[src/hw/rtl/cpa_pkg.sv]
// Shared constants, result codes, scan result types and mask helpers of the page allocator.
package cpa_pkg;

    localparam int ADDR_W     = 48;
    localparam int CNT_W      = 11;
    localparam int STAT_W     = 2;
    localparam int RUN_W      = CNT_W + 1;
    localparam int CFG_IDX_W  = 1;
    localparam int WORD_BITS  = 16;
    localparam int OFF_W      = $clog2(WORD_BITS);

    localparam int NUM_PAGES_DEF  = 1024;
    localparam int PAGE_SHIFT_DEF = 12;

    localparam logic [CNT_W-1:0] TOTAL_PAGES_RST = 11'd1024;

    localparam logic CMD_ALLOC = 1'b0;
    localparam logic CMD_FREE  = 1'b1;

    localparam logic [CFG_IDX_W-1:0] CFG_BASE  = 1'd0;
    localparam logic [CFG_IDX_W-1:0] CFG_TOTAL = 1'd1;

    localparam logic [STAT_W-1:0] ST_DONE     = 2'd0;
    localparam logic [STAT_W-1:0] ST_NOFIT    = 2'd1;
    localparam logic [STAT_W-1:0] ST_BADCOUNT = 2'd2;
    localparam logic [STAT_W-1:0] ST_RANGE    = 2'd3;

    typedef struct packed {
        logic             hit;
        logic [OFF_W-1:0] pos;
        logic [RUN_W-1:0] carry;
    } t_search_res;

    typedef struct packed {
        logic                 found;
        logic [WORD_BITS-1:0] used_word;
        logic [WORD_BITS-1:0] end_word;
    } t_free_res;

    function automatic int word_addr_bits(input int num_pages);
        int nw;
        nw = (num_pages + WORD_BITS - 1) / WORD_BITS;
        return (nw > 1) ? $clog2(nw) : 1;
    endfunction

    // Bits lo to hi inclusive of one map word.
    function automatic logic [WORD_BITS-1:0] range_mask(input logic [OFF_W-1:0] lo,
                                                        input logic [OFF_W-1:0] hi);
        logic [WORD_BITS-1:0] m;
        for (int i = 0; i < WORD_BITS; i++) begin
            m[i] = (OFF_W'(i) >= lo) && (OFF_W'(i) <= hi);
        end
        return m;
    endfunction

endpackage

[src/hw/rtl/contiguous_page_allocator.sv]
// Top level of the first-fit contiguous page allocator: configuration registers and wiring.
//
//  Channel   Signals                                          Direction  Handshake
//  request   i_cmd, i_page_count, i_free_address              in         i_in_valid / o_in_ready
//  result    o_status, o_alloc_address                        out        o_out_valid / i_out_ready
//  config    i_cfg_index, i_cfg_data                          in         i_cfg_we, no wait
//
// One transaction is worked on at a time; the map is read as 16-page words through one
// memory read port. Allocate: a prep step, a search one word at a time up to the hit (at
// most ceil(pages in use / 16) words), a read of the run's first word, a write per word
// of the new run, then finish. Release: a prep step, a range check, a walk up to the run
// end, then finish. After reset a clearing pass writes zero to every map word; no request
// is taken during it. A held result stalls only the finish of the next one.
module contiguous_page_allocator import cpa_pkg::*; #(
    parameter int NUM_PAGES  = NUM_PAGES_DEF,
    parameter int PAGE_SHIFT = PAGE_SHIFT_DEF
) (
    input  logic                 i_clk,
    input  logic                 i_rst_n,
    input  logic                 i_in_valid,
    output logic                 o_in_ready,
    input  logic                 i_cmd,
    input  logic [CNT_W-1:0]     i_page_count,
    input  logic [ADDR_W-1:0]    i_free_address,
    output logic                 o_out_valid,
    input  logic                 i_out_ready,
    output logic [STAT_W-1:0]    o_status,
    output logic [ADDR_W-1:0]    o_alloc_address,
    input  logic                 i_cfg_we,
    input  logic [CFG_IDX_W-1:0] i_cfg_index,
    input  logic [ADDR_W-1:0]    i_cfg_data
);

    localparam int WA = word_addr_bits(NUM_PAGES);

    logic [ADDR_W-1:0]    r_base;
    logic [CNT_W-1:0]     r_total;
    logic [WA-1:0]        mem_raddr;
    logic                 mem_we;
    logic [WA-1:0]        mem_waddr;
    logic [WORD_BITS-1:0] mem_wused;
    logic [WORD_BITS-1:0] mem_wend;
    logic [WORD_BITS-1:0] mem_rused;
    logic [WORD_BITS-1:0] mem_rend;

    always_ff @(posedge i_clk) begin
        if (!i_rst_n) begin
            r_base  <= '0;
            r_total <= TOTAL_PAGES_RST;
        end else if (i_cfg_we) begin
            case (i_cfg_index)
                CFG_BASE:  r_base  <= i_cfg_data;
                CFG_TOTAL: r_total <= i_cfg_data[CNT_W-1:0];
                default: begin
                end
            endcase
        end
    end

    cpa_map_mem #(
        .ADDR_BITS (WA)
    ) u_map (
        .i_clk   (i_clk),
        .i_we    (mem_we),
        .i_waddr (mem_waddr),
        .i_wused (mem_wused),
        .i_wend  (mem_wend),
        .i_raddr (mem_raddr),
        .o_rused (mem_rused),
        .o_rend  (mem_rend)
    );

    cpa_ctrl #(
        .NUM_PAGES  (NUM_PAGES),
        .PAGE_SHIFT (PAGE_SHIFT)
    ) u_ctrl (
        .i_clk           (i_clk),
        .i_rst_n         (i_rst_n),
        .i_in_valid      (i_in_valid),
        .o_in_ready      (o_in_ready),
        .i_cmd           (i_cmd),
        .i_page_count    (i_page_count),
        .i_free_address  (i_free_address),
        .o_out_valid     (o_out_valid),
        .i_out_ready     (i_out_ready),
        .o_status        (o_status),
        .o_alloc_address (o_alloc_address),
        .i_base          (r_base),
        .i_total         (r_total),
        .o_mem_raddr     (mem_raddr),
        .o_mem_we        (mem_we),
        .o_mem_waddr     (mem_waddr),
        .o_mem_wused     (mem_wused),
        .o_mem_wend      (mem_wend),
        .i_mem_rused     (mem_rused),
        .i_mem_rend      (mem_rend)
    );

endmodule

[src/hw/rtl/cpa_map_mem.sv]
// Word-wide page map: allocated marks and run-end marks, one write and one registered read port.
module cpa_map_mem import cpa_pkg::*; #(
    parameter int ADDR_BITS = word_addr_bits(NUM_PAGES_DEF)
) (
    input  logic                 i_clk,
    input  logic                 i_we,
    input  logic [ADDR_BITS-1:0] i_waddr,
    input  logic [WORD_BITS-1:0] i_wused,
    input  logic [WORD_BITS-1:0] i_wend,
    input  logic [ADDR_BITS-1:0] i_raddr,
    output logic [WORD_BITS-1:0] o_rused,
    output logic [WORD_BITS-1:0] o_rend
);

    logic [WORD_BITS-1:0] r_used_mem [2**ADDR_BITS];
    logic [WORD_BITS-1:0] r_end_mem  [2**ADDR_BITS];
    logic [WORD_BITS-1:0] r_rused;
    logic [WORD_BITS-1:0] r_rend;

    always_ff @(posedge i_clk) begin
        if (i_we) begin
            r_used_mem[i_waddr] <= i_wused;
            r_end_mem[i_waddr]  <= i_wend;
        end
        r_rused <= r_used_mem[i_raddr];
        r_rend  <= r_end_mem[i_raddr];
    end

    assign o_rused = r_rused;
    assign o_rend  = r_rend;

endmodule

[src/hw/rtl/cpa_word_scan.sv]
// Per-word logic: free-run search for allocation and run-end walk for release.
module cpa_word_scan import cpa_pkg::*; (
    input  logic [WORD_BITS-1:0] i_used,
    input  logic [WORD_BITS-1:0] i_end,
    input  logic [WORD_BITS-1:0] i_in_map,
    input  logic [RUN_W-1:0]     i_carry,
    input  logic [CNT_W-1:0]     i_count,
    input  logic [OFF_W-1:0]     i_off,
    output t_search_res          o_search,
    output t_free_res            o_free
);

    logic [WORD_BITS-1:0] blocked;
    logic                 seen [WORD_BITS];
    logic [OFF_W-1:0]     last [WORD_BITS];
    logic [RUN_W-1:0]     run  [WORD_BITS];
    logic [WORD_BITS-1:0] hit;
    logic [WORD_BITS-1:0] ends;
    logic [OFF_W-1:0]     end_pos;
    logic [OFF_W-1:0]     clr_hi;

    // Pages outside the map in use count as taken, so no run crosses the limit.
    assign blocked = i_used | ~i_in_map;

    // The free run ending at each bit is either the distance to the nearest taken
    // bit below it, or the run carried in from earlier words plus the bits so far.
    always_comb begin
        for (int j = 0; j < WORD_BITS; j++) begin
            seen[j] = 1'b0;
            last[j] = '0;
            for (int i = 0; i <= j; i++) begin
                if (blocked[i]) begin
                    seen[j] = 1'b1;
                    last[j] = OFF_W'(i);
                end
            end
            run[j] = seen[j] ? RUN_W'(OFF_W'(j) - last[j])
                             : i_carry + RUN_W'(j) + RUN_W'(1);
            hit[j] = !blocked[j] && (run[j] >= RUN_W'(i_count));
        end
        o_search.hit   = |hit;
        o_search.pos   = '0;
        for (int j = WORD_BITS - 1; j >= 0; j--) begin
            if (hit[j]) begin
                o_search.pos = OFF_W'(j);
            end
        end
        o_search.carry = run[WORD_BITS-1];
    end

    assign ends = i_end & range_mask(i_off, OFF_W'(WORD_BITS - 1));

    always_comb begin
        end_pos = '0;
        for (int j = WORD_BITS - 1; j >= 0; j--) begin
            if (ends[j]) begin
                end_pos = OFF_W'(j);
            end
        end
    end

    assign clr_hi           = (|ends) ? end_pos : OFF_W'(WORD_BITS - 1);
    assign o_free.found     = |ends;
    assign o_free.used_word = i_used & ~range_mask(i_off, clr_hi);
    assign o_free.end_word  = i_end & ~((|ends) ? (WORD_BITS'(1) << end_pos)
                                                : {WORD_BITS{1'b0}});

endmodule

[src/hw/rtl/cpa_ctrl.sv]
// Sequencer: map clearing, first-fit search, run marking, release walk and result register.
module cpa_ctrl import cpa_pkg::*; #(
    parameter int NUM_PAGES  = NUM_PAGES_DEF,
    parameter int PAGE_SHIFT = PAGE_SHIFT_DEF
) (
    input  logic                                  i_clk,
    input  logic                                  i_rst_n,
    input  logic                                  i_in_valid,
    output logic                                  o_in_ready,
    input  logic                                  i_cmd,
    input  logic [CNT_W-1:0]                      i_page_count,
    input  logic [ADDR_W-1:0]                     i_free_address,
    output logic                                  o_out_valid,
    input  logic                                  i_out_ready,
    output logic [STAT_W-1:0]                     o_status,
    output logic [ADDR_W-1:0]                     o_alloc_address,
    input  logic [ADDR_W-1:0]                     i_base,
    input  logic [CNT_W-1:0]                      i_total,
    output logic [word_addr_bits(NUM_PAGES)-1:0]  o_mem_raddr,
    output logic                                  o_mem_we,
    output logic [word_addr_bits(NUM_PAGES)-1:0]  o_mem_waddr,
    output logic [WORD_BITS-1:0]                  o_mem_wused,
    output logic [WORD_BITS-1:0]                  o_mem_wend,
    input  logic [WORD_BITS-1:0]                  i_mem_rused,
    input  logic [WORD_BITS-1:0]                  i_mem_rend
);

    localparam int NW    = (NUM_PAGES + WORD_BITS - 1) / WORD_BITS;
    localparam int WA    = word_addr_bits(NUM_PAGES);
    localparam int PG_W  = WA + OFF_W;
    localparam int LIM_W = PG_W + 1;
    localparam int IDX_W = ADDR_W - PAGE_SHIFT;
    localparam int CW    = (CNT_W > LIM_W) ? CNT_W : LIM_W;
    localparam int FW    = ((PG_W > CNT_W) ? PG_W : CNT_W) + 1;
    localparam logic [WA-1:0] LAST_WORD = WA'(NW - 1);

    typedef enum logic [3:0] {
        S_CLEAR, S_IDLE, S_PREP, S_FCHK, S_SEARCH, S_MARK_RD, S_MARK_WR, S_FREE, S_FINISH
    } t_state;

    t_state              r_state;
    logic                r_cmd;
    logic [CNT_W-1:0]    r_count;
    logic [ADDR_W-1:0]   r_addr;
    logic [ADDR_W-1:0]   r_diff;
    logic                r_below;
    logic [LIM_W-1:0]    r_limit;
    logic [WA-1:0]       r_k;
    logic [OFF_W-1:0]    r_off;
    logic [RUN_W-1:0]    r_carry;
    logic [WA-1:0]       r_last_k;
    logic [OFF_W-1:0]    r_last_off;
    logic [PG_W-1:0]     r_first;
    logic [STAT_W-1:0]   r_res_status;
    logic [ADDR_W-1:0]   r_res_addr;
    logic                r_out_valid;
    logic [STAT_W-1:0]   r_out_status;
    logic [ADDR_W-1:0]   r_out_addr;

    logic [LIM_W-1:0]     limit_now;
    logic [WORD_BITS-1:0] in_map;
    logic [WA:0]          k_plus1;
    logic [LIM_W-1:0]     next_word_base;
    logic                 search_end;
    logic                 count_over;
    logic                 free_oor;
    logic [PG_W-1:0]      free_page;
    logic [FW-1:0]        first_full;
    logic [PG_W-1:0]      first_page;
    logic [OFF_W-1:0]     mark_lo;
    logic [OFF_W-1:0]     mark_hi;
    logic [WORD_BITS-1:0] mark_end;
    logic                 mem_we;
    t_search_res          srch;
    t_free_res            frel;

    // Pages in use saturate at the map size.
    assign limit_now = (32'(i_total) > NUM_PAGES) ? LIM_W'(NUM_PAGES) : LIM_W'(i_total);

    always_comb begin
        for (int j = 0; j < WORD_BITS; j++) begin
            in_map[j] = {1'b0, r_k, OFF_W'(j)} < r_limit;
        end
    end

    assign k_plus1        = {1'b0, r_k} + (WA + 1)'(1);
    assign next_word_base = {k_plus1, {OFF_W{1'b0}}};
    assign search_end     = next_word_base >= r_limit;
    assign count_over     = CW'(r_count) > CW'(r_limit);
    assign free_oor       = r_below || (r_diff[ADDR_W-1:PAGE_SHIFT] >= IDX_W'(r_limit));
    assign free_page      = r_diff[PAGE_SHIFT+PG_W-1:PAGE_SHIFT];
    assign first_full     = FW'({r_last_k, r_last_off}) + FW'(1) - FW'(r_count);
    assign first_page     = first_full[PG_W-1:0];

    assign mark_lo  = (r_k == r_first[PG_W-1:OFF_W]) ? r_first[OFF_W-1:0] : '0;
    assign mark_hi  = (r_k == r_last_k) ? r_last_off : OFF_W'(WORD_BITS - 1);
    assign mark_end = (r_k == r_last_k) ? (WORD_BITS'(1) << r_last_off) : {WORD_BITS{1'b0}};

    cpa_word_scan u_scan (
        .i_used   (i_mem_rused),
        .i_end    (i_mem_rend),
        .i_in_map (in_map),
        .i_carry  (r_carry),
        .i_count  (r_count),
        .i_off    (r_off),
        .o_search (srch),
        .o_free   (frel)
    );

    // While one word is written back the next is already being read; the two
    // addresses always differ, so no forwarding is needed.
    always_comb begin
        o_mem_raddr = r_k;
        mem_we      = 1'b0;
        o_mem_wused = '0;
        o_mem_wend  = '0;
        case (r_state)
            S_CLEAR: begin
                mem_we = 1'b1;
            end
            S_PREP: begin
                o_mem_raddr = '0;
            end
            S_FCHK: begin
                o_mem_raddr = free_page[PG_W-1:OFF_W];
            end
            S_SEARCH: begin
                o_mem_raddr = k_plus1[WA-1:0];
            end
            S_MARK_RD: begin
                o_mem_raddr = first_page[PG_W-1:OFF_W];
            end
            S_MARK_WR: begin
                o_mem_raddr = k_plus1[WA-1:0];
                mem_we      = 1'b1;
                o_mem_wused = i_mem_rused | range_mask(mark_lo, mark_hi);
                o_mem_wend  = i_mem_rend | mark_end;
            end
            S_FREE: begin
                o_mem_raddr = k_plus1[WA-1:0];
                mem_we      = 1'b1;
                o_mem_wused = frel.used_word;
                o_mem_wend  = frel.end_word;
            end
            default: begin
            end
        endcase
    end

    assign o_mem_we    = mem_we;
    assign o_mem_waddr = r_k;

    always_ff @(posedge i_clk) begin
        if (!i_rst_n) begin
            r_state     <= S_CLEAR;
            r_k         <= '0;
            r_out_valid <= 1'b0;
        end else begin
            r_limit <= limit_now;
            // The finish state loads the result register itself.
            if (r_out_valid && i_out_ready && (r_state != S_FINISH)) begin
                r_out_valid <= 1'b0;
            end
            case (r_state)
                S_CLEAR: begin
                    r_k <= r_k + WA'(1);
                    if (r_k == {WA{1'b1}}) begin
                        r_state <= S_IDLE;
                    end
                end
                S_IDLE: begin
                    if (i_in_valid) begin
                        r_cmd   <= i_cmd;
                        r_count <= i_page_count;
                        r_addr  <= i_free_address;
                        r_state <= S_PREP;
                    end
                end
                S_PREP: begin
                    if (r_cmd == CMD_ALLOC) begin
                        r_res_addr <= '0;
                        if (r_count == '0) begin
                            r_res_status <= ST_BADCOUNT;
                            r_state      <= S_FINISH;
                        end else if (count_over) begin
                            r_res_status <= ST_NOFIT;
                            r_state      <= S_FINISH;
                        end else begin
                            r_k     <= '0;
                            r_carry <= '0;
                            r_state <= S_SEARCH;
                        end
                    end else begin
                        {r_below, r_diff} <= {1'b0, r_addr} - {1'b0, i_base};
                        r_state           <= S_FCHK;
                    end
                end
                S_FCHK: begin
                    r_res_addr <= '0;
                    if (free_oor) begin
                        r_res_status <= ST_RANGE;
                        r_state      <= S_FINISH;
                    end else begin
                        r_k     <= free_page[PG_W-1:OFF_W];
                        r_off   <= free_page[OFF_W-1:0];
                        r_state <= S_FREE;
                    end
                end
                S_SEARCH: begin
                    if (srch.hit) begin
                        r_last_k   <= r_k;
                        r_last_off <= srch.pos;
                        r_state    <= S_MARK_RD;
                    end else if (search_end) begin
                        r_res_status <= ST_NOFIT;
                        r_res_addr   <= '0;
                        r_state      <= S_FINISH;
                    end else begin
                        r_k     <= k_plus1[WA-1:0];
                        r_carry <= srch.carry;
                    end
                end
                S_MARK_RD: begin
                    r_first <= first_page;
                    r_k     <= first_page[PG_W-1:OFF_W];
                    r_state <= S_MARK_WR;
                end
                S_MARK_WR: begin
                    if (r_k == r_last_k) begin
                        r_res_status <= ST_DONE;
                        r_res_addr   <= i_base + (ADDR_W'(r_first) << PAGE_SHIFT);
                        r_state      <= S_FINISH;
                    end else begin
                        r_k <= k_plus1[WA-1:0];
                    end
                end
                S_FREE: begin
                    if (frel.found || (r_k == LAST_WORD)) begin
                        r_res_status <= ST_DONE;
                        r_res_addr   <= '0;
                        r_state      <= S_FINISH;
                    end else begin
                        r_k   <= k_plus1[WA-1:0];
                        r_off <= '0;
                    end
                end
                S_FINISH: begin
                    if (!r_out_valid || i_out_ready) begin
                        r_out_valid  <= 1'b1;
                        r_out_status <= r_res_status;
                        r_out_addr   <= r_res_addr;
                        r_state      <= S_IDLE;
                    end
                end
                default: begin
                    r_state <= S_IDLE;
                end
            endcase
        end
    end

    assign o_in_ready      = (r_state == S_IDLE);
    assign o_out_valid     = r_out_valid;
    assign o_status        = r_out_status;
    assign o_alloc_address = r_out_addr;

    // The run carried between words never reaches the request, else a hit was missed.
    a_carry_below_count: assert property (@(posedge i_clk) disable iff (!i_rst_n)
        (r_state == S_SEARCH) |-> (r_carry < RUN_W'(r_count)))
        else $error("search carry reached the requested page count");

    a_fail_addr_zero: assert property (@(posedge i_clk) disable iff (!i_rst_n)
        (r_out_valid && (r_out_status != ST_DONE)) |-> (r_out_addr == '0))
        else $error("failed transaction carries a nonzero address");

    a_mark_in_run: assert property (@(posedge i_clk) disable iff (!i_rst_n)
        (r_state == S_MARK_WR) |-> (r_k <= r_last_k))
        else $error("marking walked past the last word of the run");

    a_no_stray_write: assert property (@(posedge i_clk) disable iff (!i_rst_n)
        (r_state == S_IDLE || r_state == S_SEARCH || r_state == S_FINISH) |-> !mem_we)
        else $error("page map written outside clearing, marking or release");

endmodule
[config.mk]
export PLATFORM = sky130hd
export DESIGN_NAME = contiguous_page_allocator
export DESIGN_NICKNAME = d
export VERILOG_FILES = /design/src/hw/rtl/cpa_pkg.sv /design/src/hw/rtl/contiguous_page_allocator.sv /design/src/hw/rtl/cpa_map_mem.sv /design/src/hw/rtl/cpa_word_scan.sv /design/src/hw/rtl/cpa_ctrl.sv
export SDC_FILE = /design/constraint.sdc
export NUM_CORES = 2
export LEC_CHECK = 0
export BUFFER_PORTS_ARGS = -buffer_cell sky130_fd_sc_hd__buf_2
export CAP_MARGIN = 5
export CORE_MARGIN = 5
export CORE_UTILIZATION = 29
export CTS_CLUSTER_SIZE = 25
export DETAILED_ROUTE_END_ITERATION = 16
export GPL_ROUTABILITY_DRIVEN = 0
export HOLD_SLACK_MARGIN = 0.03
export MAX_ROUTING_LAYER = met4
export PLACE_DENSITY = 0.55
export SLEW_MARGIN = 10
export SYNTH_ARGS = -nofsm -noshare
export SYNTH_HDL_FRONTEND = slang
export SYNTH_SLANG_ARGS = --single-unit
export TNS_END_PERCENT = 20
[constraint.sdc]
create_clock -name i_clk -period 7 [get_ports i_clk]
set_clock_uncertainty 0.05 [all_clocks]
set_input_delay 0.35 -clock i_clk [delete_from_list [all_inputs] [get_ports i_clk]]
set_output_delay 0.35 -clock i_clk [all_outputs]
set_load 0.05 [all_outputs]
==> flow_summary.ini <==
[cells_and_area]
syn2layout_area_growth_pct = 18.4
final_cell_area_um2 = 126000
num-fill-cells = 35400
fin_nets = 9688
drive_above_1_share_pct = 11.7

[synthesis]
ys_async_sr_fraction_pct = 0
synth.distinct_cells = 89
synth.most_common_cell = edfxtp_1
synth_common_cells = edfxtp_1, nand2_1, nand3_1
synth.top_cells.by_area = edfxtp_1, nand2_1, ha_1
synth_fp_nets = 9221
yosysWarnings = 0
synth.largest_area_cell = edfxtp_1
synth_edf_count = 2292
yosys.area.top_type_share_pct = 64.8
syn-cell-area_um2 = 106000
synth_top_flop_cell = edfxtp_1
syn_avg_cell_area_um2 = 12.1
syn-instance-count = 8791
synth_seq_cells = 2394
yosysSeqAreaShare_pct = 66.7

[global_routing]
grt_overflow = 0
grt_first_pass_wirelength_mm = 509
track_usage_pct = 18.4
grt_pass1_vias = 72600
antenna_found_initial = 17
grt_max_degree = 129

[power]
p_int_mw = 32.0
p_seq_share_pct = 31.3
vdd_ir_drop_max_mv = 0.377
p_leak_nw = 43.3
p_clk_share_pct = 25.5
combPwrFrac_pct = 43.2
power_switching_mw = 21.9
switching_share_pct = 40.6
power_density_nw_per_um2 = 429

[routing]
routedWlPerCell_um = 24.8
drt_first_pass_iters = 8
drt-initial-drc-count = 8891
drc = 0
final_antenna_net_count = 0
vias_per_cell = 5.28
wl_mm = 355
vias = 75500

[worst_setup_path]
start_kind = flop
crit_path_end_kind = flop
slowest_stage = o41a_1
worstRegToRegCells = 31
max_stage_delay_ns = 0.43
crit_required_ns = 7.50
path_class = flop to flop
critPathArrivalTime_ns = 7.47
crit_fanout = 16
cp_common_cell = buf_4

[clocking]
cts_num_sinks = 2394
cts_tree = yes
root_buffer = clkbuf_16
clockBufferDepth = 4
cts_max_level = 5
cts.clk_slew.worst_paths_ns = 0.05
numCtsBuffers = 266
clk_latency_ns = 0.91

[timing]
max_freq_ghz = 0.144
final_hold_viol_count = 0
min_period_ns = 6.97
worst_slack_ns = 0.0326
relSlewSlack_pct = 13.1
setup-violations-final = 0
finalCritPeriodShare_pct = 99.5
hold_ws_ns = 0.143
worst_pin_slew_ns = 1.29
maxSlewViolCount = 0

[die]
die_w_um = 615
core_um2 = 365000
fp-row-count = 222
die_area_um2 = 378000
die_h_um = 615
initial_core_util_pct = 29.1
ioPinCount = 166

[placed_design]
dpl.hpwl_mm = 217
dpl-instance-area_um2 = 115000
io_buffers = 165
place_ws_ns = -0.193

[run]
drv_cap = 0

[hold_path]
hold_depth = 2
hp-class = input port to flop

[run_status]
status = complete, no violations
cells by family after synthesis:
group	count (synthesis)	share of synthesized area (%)
xor+xnor	203	1.67
compound gates	1302	8.22
simple gates	3735	15.5
flops	2394	66.7
fa+ha+maj	316	3.74
buf+inv	663	2.41
mux	178	1.69
layout by cell type, fill, tap and decap left out, types with 70 or more instances in the layout:
cell type,instances
clkbuf_16,277
buf_2,165
dlygate4sd3_1,158
nor2_1,375
edfxtp_1,2292
ha_1,313
a21oi_1,414
xnor2_1,128
o21ai_0,147
nand2_1,1916
nor2_4,70
a211oi_1,93
and3_1,150
and2_1,84
mux2i_1,172
xor2_1,75
dfxtp_1,101
buf_4,355
inv_1,131
nand4_1,93
a311oi_1,163
nand3_1,761
metrics by stage:
stage / total power, mW / setup TNS, ns / utilization [%] / std cells
after floorplan: 30.1 / 0 / - / 8791
after global placement: 39.7 / -6.17 / 31.6 / 13600
after detailed placement: 40.0 / -9.91 / 31.6 / 13600
after CTS: 53.9 / 0 / 34.4 / 14300
after global routing: 56.5 / -4.12 / 34.4 / 14300
final: 54.0 / 0 / 34.4 / 14300
sequential cells by signal, indices dropped and copies added (netlist names), 4 cells and up:
signal and flops:
u_ctrl.r_last_k 6, u_map.r_used_mem 1024, u_ctrl.r_addr 48, u_ctrl.r_state 4, u_ctrl.r_count 11, u_ctrl.o_mem_waddr 6
u_ctrl.r_res_addr 48, r_base 48, u_map.o_rused 16, u_ctrl.r_limit 11, u_map.r_end_mem 1024, u_ctrl.r_diff 36
r_total 11, u_ctrl.r_off 4, u_ctrl.r_last_off 4, u_ctrl.r_carry 12, u_ctrl.r_first 10, u_map.o_rend 16
u_ctrl.o_alloc_address 48
layer usage:
layer / up-vias / part of all wire [%] / GRT usage (%)
met5: - / 0 / -
met4: 0 / 4.6 / 7.70
met3: 766 / 8.0 / 2.71
met2: 3611 / 46 / 28.9
met1: 37700 / 41 / 23.8
li1: 33400 / - / -
what timing repair did:
action / 4_1_cts / 5_1_grt
pin swaps: 0 / 8
hold buffers: 158 / 0
endpoints found under the setup margin: 72 / 80
gates cloned: 0 / 2
gates resized for setup: 2 / 16
hold endpoints to repair: 135 / 0
buffers inserted: 0 / 9
worst paths after layout:
check / slack, ns / end / from
worst min-delay path: 0.14 / u_ctrl.r_addr[28]$_DFFE_PP_ / i_free_address[28]
worst max register to register: 0.03 / u_ctrl.r_res_addr[44]$_SDFFCE_PN0P_ / u_ctrl.r_limit[4]$_SDFFCE_PN0P_
worst min register to register: 0.36 / u_ctrl.o_alloc_address[36]$_DFFE_PP_ / u_ctrl.r_res_addr[36]$_SDFFCE_PN0P_
worst max-delay path: 0.03 / u_ctrl.r_res_addr[44]$_SDFFCE_PN0P_ / u_ctrl.r_limit[4]$_SDFFCE_PN0P_
power by group through the flow:
stage / Sequential, mW / Clock (mW) / Combinational [mW]
floorplan: 17.0 / 0 / 13.1
CTS: 16.9 / 14.0 / 23.0
global route: 16.9 / 14.6 / 25.0
finish: 16.9 / 13.8 / 23.3
detailed placement: 17.2 / 0 / 22.8
global placement: 17.2 / 0 / 22.6
area by class of cell:
type                       instances  area [um^2]  area share (%)
clock inverter                   140         1320            1.05
antenna                            6         15.0          0.0119
sequential                      2394        70900            56.3
timing repair buffer             727         6050            4.81
inverter                         135          510           0.406
tap                             4816         6030            4.79
multi-input combinational       5734        33800            26.9
clock buffer                     334         7170            5.70
critical path: cells and delay by family (launching register included):
kind	cells	cell delay, ns
AOI/OAI and AO/OA	15	2.90
and+or+nand+nor	5	1.25
buffers and inverters	8	1.16
adders and majority gates	3	0.88
DFF	1	0.40
(Power assumes the default switching activity.)
